### src/design/md5_hash_engine_defines.svh
// ----------------------------------------------------------------------------
// md5_hash_engine_defines: assertion macros
// concurrent check wrappers that compile away under synthesis
// ----------------------------------------------------------------------------
`ifndef MD5_HASH_ENGINE_DEFINES_SVH
`define MD5_HASH_ENGINE_DEFINES_SVH

`ifndef SYNTHESIS
// property that must hold at every clock edge outside reset
`define MD5_ASSERT(lbl, clk, rstn, prop, msg) \
  lbl: assert property (@(posedge clk) disable iff (!rstn) (prop)) else $error(msg);
// consequent that must hold in the cycle after the antecedent
`define MD5_ASSERT_NEXT(lbl, clk, rstn, ante, cons, msg) \
  lbl: assert property (@(posedge clk) disable iff (!rstn) (ante) |=> (cons)) \
    else $error(msg);
`else
`define MD5_ASSERT(lbl, clk, rstn, prop, msg)
`define MD5_ASSERT_NEXT(lbl, clk, rstn, ante, cons, msg)
`endif

`endif

### src/design/md5_pkg.sv
// ----------------------------------------------------------------------------
// md5_pkg
// shared types, constants and round tables of the md5 hash engine
// ----------------------------------------------------------------------------
package md5_pkg;

  // sequencer states
  typedef enum logic [2:0] {
    ST_IDLE,
    ST_PSTART,
    ST_PAD,
    ST_LOAD,
    ST_ROUND,
    ST_FINAL,
    ST_EMIT
  } md5_state_e;

  // the four working or chaining words
  typedef struct packed {
    logic [31:0] a;
    logic [31:0] b;
    logic [31:0] c;
    logic [31:0] d;
  } md5_abcd_t;

  // initial chaining values
  localparam logic [31:0] IV_A = 32'h67452301;
  localparam logic [31:0] IV_B = 32'hefcdab89;
  localparam logic [31:0] IV_C = 32'h98badcfe;
  localparam logic [31:0] IV_D = 32'h10325476;

  // padding constants
  localparam logic [7:0] PAD_BYTE    = 8'h80;
  localparam logic [5:0] PAD_LEN_POS = 6'd56;
  localparam logic [3:0] LEN_LO_WORD = 4'd14;
  localparam logic [3:0] LEN_HI_WORD = 4'd15;
  localparam logic [3:0] LAST_WORD   = 4'd15;
  localparam logic [5:0] LAST_ROUND  = 6'd63;
  localparam logic [5:0] LAST_BYTE   = 6'd63;

  // round additive constants
  localparam logic [31:0] ROUND_K [64] = '{
    32'hd76aa478, 32'he8c7b756, 32'h242070db, 32'hc1bdceee,
    32'hf57c0faf, 32'h4787c62a, 32'ha8304613, 32'hfd469501,
    32'h698098d8, 32'h8b44f7af, 32'hffff5bb1, 32'h895cd7be,
    32'h6b901122, 32'hfd987193, 32'ha679438e, 32'h49b40821,
    32'hf61e2562, 32'hc040b340, 32'h265e5a51, 32'he9b6c7aa,
    32'hd62f105d, 32'h02441453, 32'hd8a1e681, 32'he7d3fbc8,
    32'h21e1cde6, 32'hc33707d6, 32'hf4d50d87, 32'h455a14ed,
    32'ha9e3e905, 32'hfcefa3f8, 32'h676f02d9, 32'h8d2a4c8a,
    32'hfffa3942, 32'h8771f681, 32'h6d9d6122, 32'hfde5380c,
    32'ha4beea44, 32'h4bdecfa9, 32'hf6bb4b60, 32'hbebfbc70,
    32'h289b7ec6, 32'heaa127fa, 32'hd4ef3085, 32'h04881d05,
    32'hd9d4d039, 32'he6db99e5, 32'h1fa27cf8, 32'hc4ac5665,
    32'hf4292244, 32'h432aff97, 32'hab9423a7, 32'hfc93a039,
    32'h655b59c3, 32'h8f0ccc92, 32'hffeff47d, 32'h85845dd1,
    32'h6fa87e4f, 32'hfe2ce6e0, 32'ha3014314, 32'h4e0811a1,
    32'hf7537e82, 32'hbd3af235, 32'h2ad7d2bb, 32'heb86d391
  };

  // rotate amounts, indexed by {stage, round mod 4}
  localparam logic [4:0] ROT_S [16] = '{
    5'd7, 5'd12, 5'd17, 5'd22,
    5'd5, 5'd9,  5'd14, 5'd20,
    5'd4, 5'd11, 5'd16, 5'd23,
    5'd6, 5'd10, 5'd15, 5'd21
  };

  function automatic logic [31:0] round_const(logic [5:0] r);
    return ROUND_K[r];
  endfunction

  function automatic logic [4:0] rot_amount(logic [5:0] r);
    return ROT_S[{r[5:4], r[1:0]}];
  endfunction

  // message word used by a round
  function automatic logic [3:0] msg_index(logic [5:0] r);
    logic [3:0] i;
    logic [3:0] g;
    i = r[3:0];
    unique case (r[5:4])
      2'd0: g = i;
      2'd1: g = (i << 2) + i + 4'd1;
      2'd2: g = (i << 1) + i + 4'd5;
      2'd3: g = (i << 3) - i;
    endcase
    return g;
  endfunction

endpackage

### src/design/md5_round.sv
// ----------------------------------------------------------------------------
// md5_round
// shared round unit: one md5 step on the working words per use
// ----------------------------------------------------------------------------
module md5_round (
  input  md5_pkg::md5_abcd_t st_i,
  input  logic [31:0]        w_i,
  input  logic [5:0]         round_i,
  output md5_pkg::md5_abcd_t st_o
);

  logic [31:0] f;
  logic [31:0] sum;
  logic [63:0] dbl;

  // boolean function of the stage
  always_comb begin
    unique case (round_i[5:4])
      2'd0: f = st_i.d ^ (st_i.b & (st_i.c ^ st_i.d));
      2'd1: f = st_i.c ^ (st_i.d & (st_i.b ^ st_i.c));
      2'd2: f = st_i.b ^ st_i.c ^ st_i.d;
      2'd3: f = st_i.c ^ (st_i.b | ~st_i.d);
    endcase
  end

  // add, rotate and shift the word set
  always_comb begin
    sum    = st_i.a + f + md5_pkg::round_const(round_i) + w_i;
    dbl    = {sum, sum} << md5_pkg::rot_amount(round_i);
    st_o.a = st_i.d;
    st_o.b = st_i.b + dbl[63:32];
    st_o.c = st_i.b;
    st_o.d = st_i.c;
  end

endmodule

### src/design/md5_hash_engine.sv
// ----------------------------------------------------------------------------
// md5_hash_engine: byte-serial md5 digest
// byte beats are taken only while idle; the 64th byte of a block starts a
// compression (a load, 64 rounds through the shared round unit, a chain add)
// end of message: a setup state, up to 16 pad word writes per padded block,
// one or two compressions, then four digest beats, with no bytes taken meanwhile
// reset sets the chain words to the initial values and the byte count to zero
// ----------------------------------------------------------------------------
`include "md5_hash_engine_defines.svh"

module md5_hash_engine (
  input  logic        clk_i,
  input  logic        rst_ni,
  input  logic        in_valid_i,
  output logic        in_ready_o,
  input  logic [7:0]  data_byte_i,
  input  logic        byte_present_i,
  input  logic        end_of_message_i,
  output logic        out_valid_o,
  input  logic        out_ready_i,
  output logic [31:0] digest_word_o,
  output logic [1:0]  word_index_o,
  output logic        last_word_o
);

  md5_pkg::md5_state_e state_q, state_d;
  md5_pkg::md5_abcd_t  chain_q, chain_d;
  md5_pkg::md5_abcd_t  work_q, work_d;
  md5_pkg::md5_abcd_t  round_st;

  logic [5:0]  round_q, round_d;
  logic [60:0] cnt_q, cnt_d;
  logic [23:0] asm_q, asm_d;
  logic [3:0]  pad_addr_q, pad_addr_d;
  logic        first_q, first_d;
  logic        len_q, len_d;
  logic        pad_more_q, pad_more_d;
  logic        pad_started_q, pad_started_d;
  logic        fin_q, fin_d;
  logic [1:0]  emit_q, emit_d;

  logic [31:0] mem [16];
  logic [31:0] rdata_q;
  logic        mem_we;
  logic [3:0]  mem_waddr;
  logic [31:0] mem_wdata;
  logic [3:0]  mem_raddr;
  logic [31:0] pad_word;
  logic [31:0] asm_ext;

  logic        in_fire;
  logic        out_fire;
  logic        byte_fire;
  logic        blk_full;
  logic [1:0]  lane;

  // handshakes
  always_comb begin
    in_ready_o  = (state_q == md5_pkg::ST_IDLE);
    out_valid_o = (state_q == md5_pkg::ST_EMIT);
    in_fire     = in_valid_i && in_ready_o;
    out_fire    = out_valid_o && out_ready_i;
    byte_fire   = in_fire && byte_present_i;
    lane        = cnt_q[1:0];
    blk_full    = byte_fire && (cnt_q[5:0] == md5_pkg::LAST_BYTE);
  end

  // digest beat
  always_comb begin
    unique case (emit_q)
      2'd0: digest_word_o = chain_q.a;
      2'd1: digest_word_o = chain_q.b;
      2'd2: digest_word_o = chain_q.c;
      2'd3: digest_word_o = chain_q.d;
    endcase
    word_index_o = emit_q;
    last_word_o  = (emit_q == 2'd3);
  end

  // padding word: kept bytes, marker byte, zeros or bit length
  always_comb begin
    asm_ext  = {8'h00, asm_q};
    pad_word = '0;
    if (first_q) begin
      for (int i = 0; i < 4; i++) begin
        if (2'(i) < lane) begin
          pad_word[i*8 +: 8] = asm_ext[i*8 +: 8];
        end else if (2'(i) == lane) begin
          pad_word[i*8 +: 8] = md5_pkg::PAD_BYTE;
        end
      end
    end else if (len_q && pad_addr_q == md5_pkg::LEN_LO_WORD) begin
      pad_word = {cnt_q[28:0], 3'b000};
    end else if (len_q && pad_addr_q == md5_pkg::LEN_HI_WORD) begin
      pad_word = cnt_q[60:29];
    end
  end

  // buffer port control
  always_comb begin
    mem_we    = 1'b0;
    mem_waddr = cnt_q[5:2];
    mem_wdata = {data_byte_i, asm_q};
    if (state_q == md5_pkg::ST_IDLE) begin
      mem_we = byte_fire && (lane == 2'd3);
    end else if (state_q == md5_pkg::ST_PAD) begin
      mem_we    = 1'b1;
      mem_waddr = pad_addr_q;
      mem_wdata = pad_word;
    end
    if (state_q == md5_pkg::ST_ROUND) begin
      mem_raddr = md5_pkg::msg_index(round_q + 6'd1);
    end else begin
      mem_raddr = '0;
    end
  end

  // block buffer, one word per entry
  always_ff @(posedge clk_i) begin
    if (mem_we) begin
      mem[mem_waddr] <= mem_wdata;
    end
    rdata_q <= mem[mem_raddr];
  end

  // shared round unit
  md5_round u_round (
    .st_i    (work_q),
    .w_i     (rdata_q),
    .round_i (round_q),
    .st_o    (round_st)
  );

  // next state
  always_comb begin
    state_d = state_q;
    unique case (state_q)
      md5_pkg::ST_IDLE: begin
        if (in_fire) begin
          if (blk_full) begin
            state_d = md5_pkg::ST_LOAD;
          end else if (end_of_message_i) begin
            state_d = md5_pkg::ST_PSTART;
          end
        end
      end
      md5_pkg::ST_PSTART: state_d = md5_pkg::ST_PAD;
      md5_pkg::ST_PAD: begin
        if (pad_addr_q == md5_pkg::LAST_WORD) begin
          state_d = md5_pkg::ST_LOAD;
        end
      end
      md5_pkg::ST_LOAD: state_d = md5_pkg::ST_ROUND;
      md5_pkg::ST_ROUND: begin
        if (round_q == md5_pkg::LAST_ROUND) begin
          state_d = md5_pkg::ST_FINAL;
        end
      end
      md5_pkg::ST_FINAL: begin
        priority if (fin_q) begin
          state_d = md5_pkg::ST_EMIT;
        end else if (pad_more_q && pad_started_q) begin
          state_d = md5_pkg::ST_PAD;
        end else if (pad_more_q) begin
          state_d = md5_pkg::ST_PSTART;
        end else begin
          state_d = md5_pkg::ST_IDLE;
        end
      end
      md5_pkg::ST_EMIT: begin
        if (out_fire && emit_q == 2'd3) begin
          state_d = md5_pkg::ST_IDLE;
        end
      end
      default: state_d = md5_pkg::ST_IDLE;
    endcase
  end

  // datapath and counters
  always_comb begin
    chain_d       = chain_q;
    work_d        = work_q;
    round_d       = round_q;
    cnt_d         = cnt_q;
    asm_d         = asm_q;
    pad_addr_d    = pad_addr_q;
    first_d       = first_q;
    len_d         = len_q;
    pad_more_d    = pad_more_q;
    pad_started_d = pad_started_q;
    fin_d         = fin_q;
    emit_d        = emit_q;
    unique case (state_q)
      md5_pkg::ST_IDLE: begin
        if (in_fire) begin
          pad_more_d    = end_of_message_i;
          pad_started_d = 1'b0;
          fin_d         = 1'b0;
          if (byte_present_i) begin
            cnt_d = cnt_q + 61'd1;
            unique case (lane)
              2'd0: asm_d[7:0]   = data_byte_i;
              2'd1: asm_d[15:8]  = data_byte_i;
              2'd2: asm_d[23:16] = data_byte_i;
              2'd3: asm_d        = asm_q;
            endcase
          end
        end
      end
      md5_pkg::ST_PSTART: begin
        pad_addr_d    = cnt_q[5:2];
        first_d       = 1'b1;
        len_d         = (cnt_q[5:0] < md5_pkg::PAD_LEN_POS);
        pad_started_d = 1'b1;
      end
      md5_pkg::ST_PAD: begin
        first_d    = 1'b0;
        pad_addr_d = pad_addr_q + 4'd1;
        if (pad_addr_q == md5_pkg::LAST_WORD) begin
          fin_d      = len_q;
          pad_more_d = !len_q;
        end
      end
      md5_pkg::ST_LOAD: begin
        work_d  = chain_q;
        round_d = '0;
      end
      md5_pkg::ST_ROUND: begin
        work_d  = round_st;
        round_d = round_q + 6'd1;
      end
      md5_pkg::ST_FINAL: begin
        chain_d.a = chain_q.a + work_q.a;
        chain_d.b = chain_q.b + work_q.b;
        chain_d.c = chain_q.c + work_q.c;
        chain_d.d = chain_q.d + work_q.d;
        // second padded block holds only zeros and the length
        if (pad_more_q && pad_started_q) begin
          pad_addr_d = '0;
          first_d    = 1'b0;
          len_d      = 1'b1;
        end
      end
      md5_pkg::ST_EMIT: begin
        if (out_fire) begin
          emit_d = emit_q + 2'd1;
          if (emit_q == 2'd3) begin
            chain_d.a = md5_pkg::IV_A;
            chain_d.b = md5_pkg::IV_B;
            chain_d.c = md5_pkg::IV_C;
            chain_d.d = md5_pkg::IV_D;
            cnt_d     = '0;
          end
        end
      end
      default: ;
    endcase
  end

  // control and chaining registers
  always_ff @(posedge clk_i or negedge rst_ni) begin
    if (!rst_ni) begin
      state_q       <= md5_pkg::ST_IDLE;
      chain_q.a     <= md5_pkg::IV_A;
      chain_q.b     <= md5_pkg::IV_B;
      chain_q.c     <= md5_pkg::IV_C;
      chain_q.d     <= md5_pkg::IV_D;
      round_q       <= '0;
      cnt_q         <= '0;
      pad_addr_q    <= '0;
      first_q       <= 1'b0;
      len_q         <= 1'b0;
      pad_more_q    <= 1'b0;
      pad_started_q <= 1'b0;
      fin_q         <= 1'b0;
      emit_q        <= '0;
    end else begin
      state_q       <= state_d;
      chain_q       <= chain_d;
      round_q       <= round_d;
      cnt_q         <= cnt_d;
      pad_addr_q    <= pad_addr_d;
      first_q       <= first_d;
      len_q         <= len_d;
      pad_more_q    <= pad_more_d;
      pad_started_q <= pad_started_d;
      fin_q         <= fin_d;
      emit_q        <= emit_d;
    end
  end

  // payload registers
  always_ff @(posedge clk_i) begin
    work_q <= work_d;
    asm_q  <= asm_d;
  end

  // checks
  `MD5_ASSERT(a_ready_excl, clk_i, rst_ni, !(in_ready_o && out_valid_o), "input ready while digest pending")
  `MD5_ASSERT_NEXT(a_round_end, clk_i, rst_ni, (state_q == md5_pkg::ST_ROUND && round_q == md5_pkg::LAST_ROUND), (state_q == md5_pkg::ST_FINAL), "round count overrun")
  `MD5_ASSERT_NEXT(a_word_seq, clk_i, rst_ni, (out_valid_o && out_ready_i && !last_word_o), (out_valid_o && word_index_o == $past(word_index_o) + 2'd1), "digest word sequence broken")
  `MD5_ASSERT_NEXT(a_last_idle, clk_i, rst_ni, (out_valid_o && out_ready_i && last_word_o), in_ready_o, "not idle after last digest word")

endmodule

### config.mk
export PLATFORM = sky130hd
export DESIGN_NAME = md5_hash_engine
export DESIGN_NICKNAME = d
export VERILOG_FILES = /design/src/design/md5_pkg.sv /design/src/design/md5_round.sv /design/src/design/md5_hash_engine.sv
export VERILOG_INCLUDE_DIRS = /design/src /design/src/design
export SDC_FILE = /design/constraint.sdc
export NUM_CORES = 2
export LEC_CHECK = 0
export ABC_AREA = 1
export ABC_CLOCK_PERIOD_IN_PS = 7600
export BUFFER_PORTS_ARGS = -buffer_cell sky130_fd_sc_hd__buf_2
export CELL_PAD_IN_SITES_DETAIL_PLACEMENT = 1
export CELL_PAD_IN_SITES_GLOBAL_PLACEMENT = 1
export CORE_UTILIZATION = 31
export CTS_CLUSTER_SIZE = 16
export DETAILED_ROUTE_END_ITERATION = 12
export PLACE_DENSITY = 0.58
export SETUP_SLACK_MARGIN = 0.05
export SYNTH_ARGS = -nofsm -noshare
export SYNTH_HDL_FRONTEND = slang
export SYNTH_HIERARCHICAL = 1
export SYNTH_SLANG_ARGS = --single-unit
### constraint.sdc
create_clock -name clk_i -period 7.6 [get_ports clk_i]
set_input_delay 0.38 -clock clk_i [delete_from_list [all_inputs] [get_ports clk_i]]
set_output_delay 0.38 -clock clk_i [all_outputs]
set_load 0.005 [all_outputs]
==> run_results.csv <==
group,metric,value,unit
place,gp_congestion,0.944,
grt,track_usage,27.7,%
run_status,outcome,"completed",
run,cap_violations,0,
synth,synthCells,7835,
floorplan,initial_core_util,31.3,%
timing,setup_viol,0,
synth,yosysUniqueCellTypes,73,
timing,slew_violations,0,
floorplan,fp-row-count,162,
grt,grt_pass1_wl,408000,um
setup_path,arrival,7750,ps
grt,grt-ovfl-total,0,
setup_path,ff2ff_path_depth,42,
setup_path,required,8100,ps
routing,drt-wirelength-per-cell,25.9,um
place,io_buffers,50,
synth,synth-edff-count,664,
setup_path,cp_max_fo,5,
synth,yosysTopAreaCellShare,32.6,%
timing,rsz0062_at_grt,"true",
worst_hold_path,min_path_type,"in2reg",
setup_path,cp-endpoint,"work_q[82]$_DFFE_PP_",
timing,finalCritPeriodShare,95.4,%
clock_tree,cts_tree,"built",
place,hpwl,203000,um
timing,hold_violations,0,
timing,period_minus_slack,7250,ps
clock_tree,numCtsBuffers,107,
routing,drt_wl_total,281000,um
timing,relSlewSlack,12.7,%
floorplan,core_area,196000,sq um
floorplan,die_x,447,um
setup_path,criticalPathCategory,"reg2reg",
grt,antenna_found_initial,6,
synth,synth_seq_cells,905,
synth,yosys_warnings,6,
clock_tree,cts_buffer_depth,3,
setup_path,slowest_delay,480,ps
synth,yosys.area.top_type,"edfxtp_1",
synth,syn_area,61300,sq um
finish,nFillCells,23400,
synth,synth_flop_cell,"edfxtp_1",
setup_path,r2r-start,"round_q[1]$_DFFE_PN0P_",
finish,fin_util,37.1,%
timing,max_freq,0.138,GHz
setup_path,crit_start,"round_q[1]$_DFFE_PN0P_",
timing,skew,126,ps
setup_path,crit_slowest_cell,"fa_1",
grt,grt_start_max_net_pins,128,
setup_path,cp-start-kind,"register",
routing,via_count,58800,
routing,drc,0,
finish,fin_cells,10900,
clock_tree,clock_latency,810,ps
floorplan,ioPinCount,51,
place,dp.cells,10600,
synth,synth_nets,8136,
clock_tree,cts-root-buf,"clkbuf_16",
clock_tree,cts.sinks,905,
setup_path,cpMostUsedCell,"nand2_1",
setup_path,r2r_slack,350,ps
timing,worst_pin_slew,1300,ps
setup_path,end_kind,"register",
synth,synthArstFlopShare,23.1,%
routing,first_pass_iters,5,
finish,num-nets-final,8456,
finish,area_growth_syn_to_layout,18.5,%
floorplan,die_area,199000,sq um
clock_tree,cts_htree_levels,3,
routing,ant_nets,0,
finish,mostFrequentLayoutCell,"nand2_1",
routing,viasPerCell,5.41,
setup_path,rr_endpoint,"work_q[82]$_DFFE_PP_",
clock_tree,path_clk_slew,60,ps
synth,synth_area_leaders,"edfxtp_1 33%, nand2_1 9.6%, nand3_1 8.1%, inv_1 7.1%, dfrtp_1 5.9%",
finish,final_layout_size_suffix_gt1_share,15.7,%
finish,most-common-layout-cells,"1,528 x nand2_1, 1,151 x inv_1, 922 x nand3_1, 664 x edfxtp_1, 569 x buf_4",
floorplan,die_y,447,um
synth,avgSynthCellArea,7.82,sq um
synth,synth-seq-area-share,42.3,%
grt,grt_pass1_vias,59500,
routing,first_iter_violations,4583,
per-stage QoR:
stage               worst slack [ps]  hold WS, ps  cell area, sq um  setup TNS [ps]
floorplan                        541         84.4             61300               0
global placement                -319          356             67300           -2290
detailed placement              -455          357             67300           -4150
CTS                             62.9         53.9             71200               0
global route                    5.44          171             72600               0
finish                           351          108             72600               0
registers in the layout, indices dropped and copies added (netlist names), 2 cells and up:
register / cells
mem: 512
rdata_q: 32
pad_addr_q: 4
asm_q: 24
round_q: 6
chain_q: 128
word_index_o: 2
cnt_q: 61
state_q: 3
work_q: 128
layout make-up:
class                      count  area (sq um)  share of cell area [%]
antenna                        1          2.50                 0.00345
clock buffer                 135          2830                    3.90
clock inverter                67           732                    1.01
inverter                    1187          4480                    6.17
multi-input combinational   5301         30400                    41.8
sequential                   905         25900                    35.7
tap                         2624          3280                    4.52
timing repair buffer         653          5010                    6.90
critical path, delay by kind of cell (launching register included):
kind                     cells  cell delay, ps
adder cells (fa/ha/maj)      5            1890
AND/OR/NAND/NOR             17            2000
AO/OA/AOI/OAI               10            1480
buffers and inverters        9            1100
XOR/XNOR                     1             130
flip-flops                   1             410
how the worst min path moves through the flow:
stage | depth (start not counted) | to | slack (ps) | start
4_1_cts | 5 | cnt_q[1]$_DFFE_PN0P_ | 50 | byte_present_i
3_5_place_dp | 1 | chain_q[84]$_DFFE_PN0P_ | 360 | rst_ni
6_report | 5 | cnt_q[1]$_DFFE_PN0P_ | 110 | byte_present_i
5_1_grt | 2 | chain_q[41]$_DFFE_PN0P_ | 170 | rst_ni
3_3_place_gp | 1 | chain_q[84]$_DFFE_PN0P_ | 360 | rst_ni
2_1_floorplan | 0 | chain_q[0]$_DFFE_PN0P_ | 80 | rst_ni
synthesized netlist by cell type, drive strengths merged (9+ instances only):
library cell and n:
nor3 100, inv 1182, clkbuf 183, o22ai 74
a21oi 424, o211ai 24, nand3 1006, ha 220
o21a 20, xor2 81, a32oi 14, o31ai 21
edfxtp 664, a211oi 18, nand4 323, dfxtp 32
a21o 31, fa 67, dfrtp 145, nand3b 9
o21bai 23, xnor2 28, or2 47, o21ai 480
nor4 18, a21boi 12, dfstp 64, a221oi 15
o221ai 11, o311ai 13, buf 259, nor2 519
a31oi 85, nand2 1579
kinds of logic after synthesis:
logic type               count (synthesis)  synth area share (%)
AND/OR/NAND/NOR                       3611                  26.4
adder cells (fa/ha/maj)                287                  6.68
XOR/XNOR                               109                  1.57
buffers and inverters                 1629                  11.0
multiplexers                             2                0.0327
AO/OA/AOI/OAI                         1292                  12.1
flip-flops                             905                  42.3
per-layer routing:
layer / track usage, % / share of wire [%] / vias up
met1: 36.1 / 43 / 29700
met5: 0 / 0.0046 / -
li1: - / - / 27100
met3: 2.66 / 4.3 / 427
met4: 10.0 / 4.0 / 2
met2: 47.3 / 48 / 1506
timing repair:
action | in CTS | in global routing
setup endpoints to repair | 20 | 21
endpoints found under the hold margin | 77 | 0
gates cloned | 0 | 0
pin swaps | 6 | 68
resized for setup | 36 | 294
buffers inserted | 3 | 12
hold buffers | 12 | 0
Power is not shown: default switching activity piles up to over one toggle a cycle in this logic, so the estimate is an artifact.
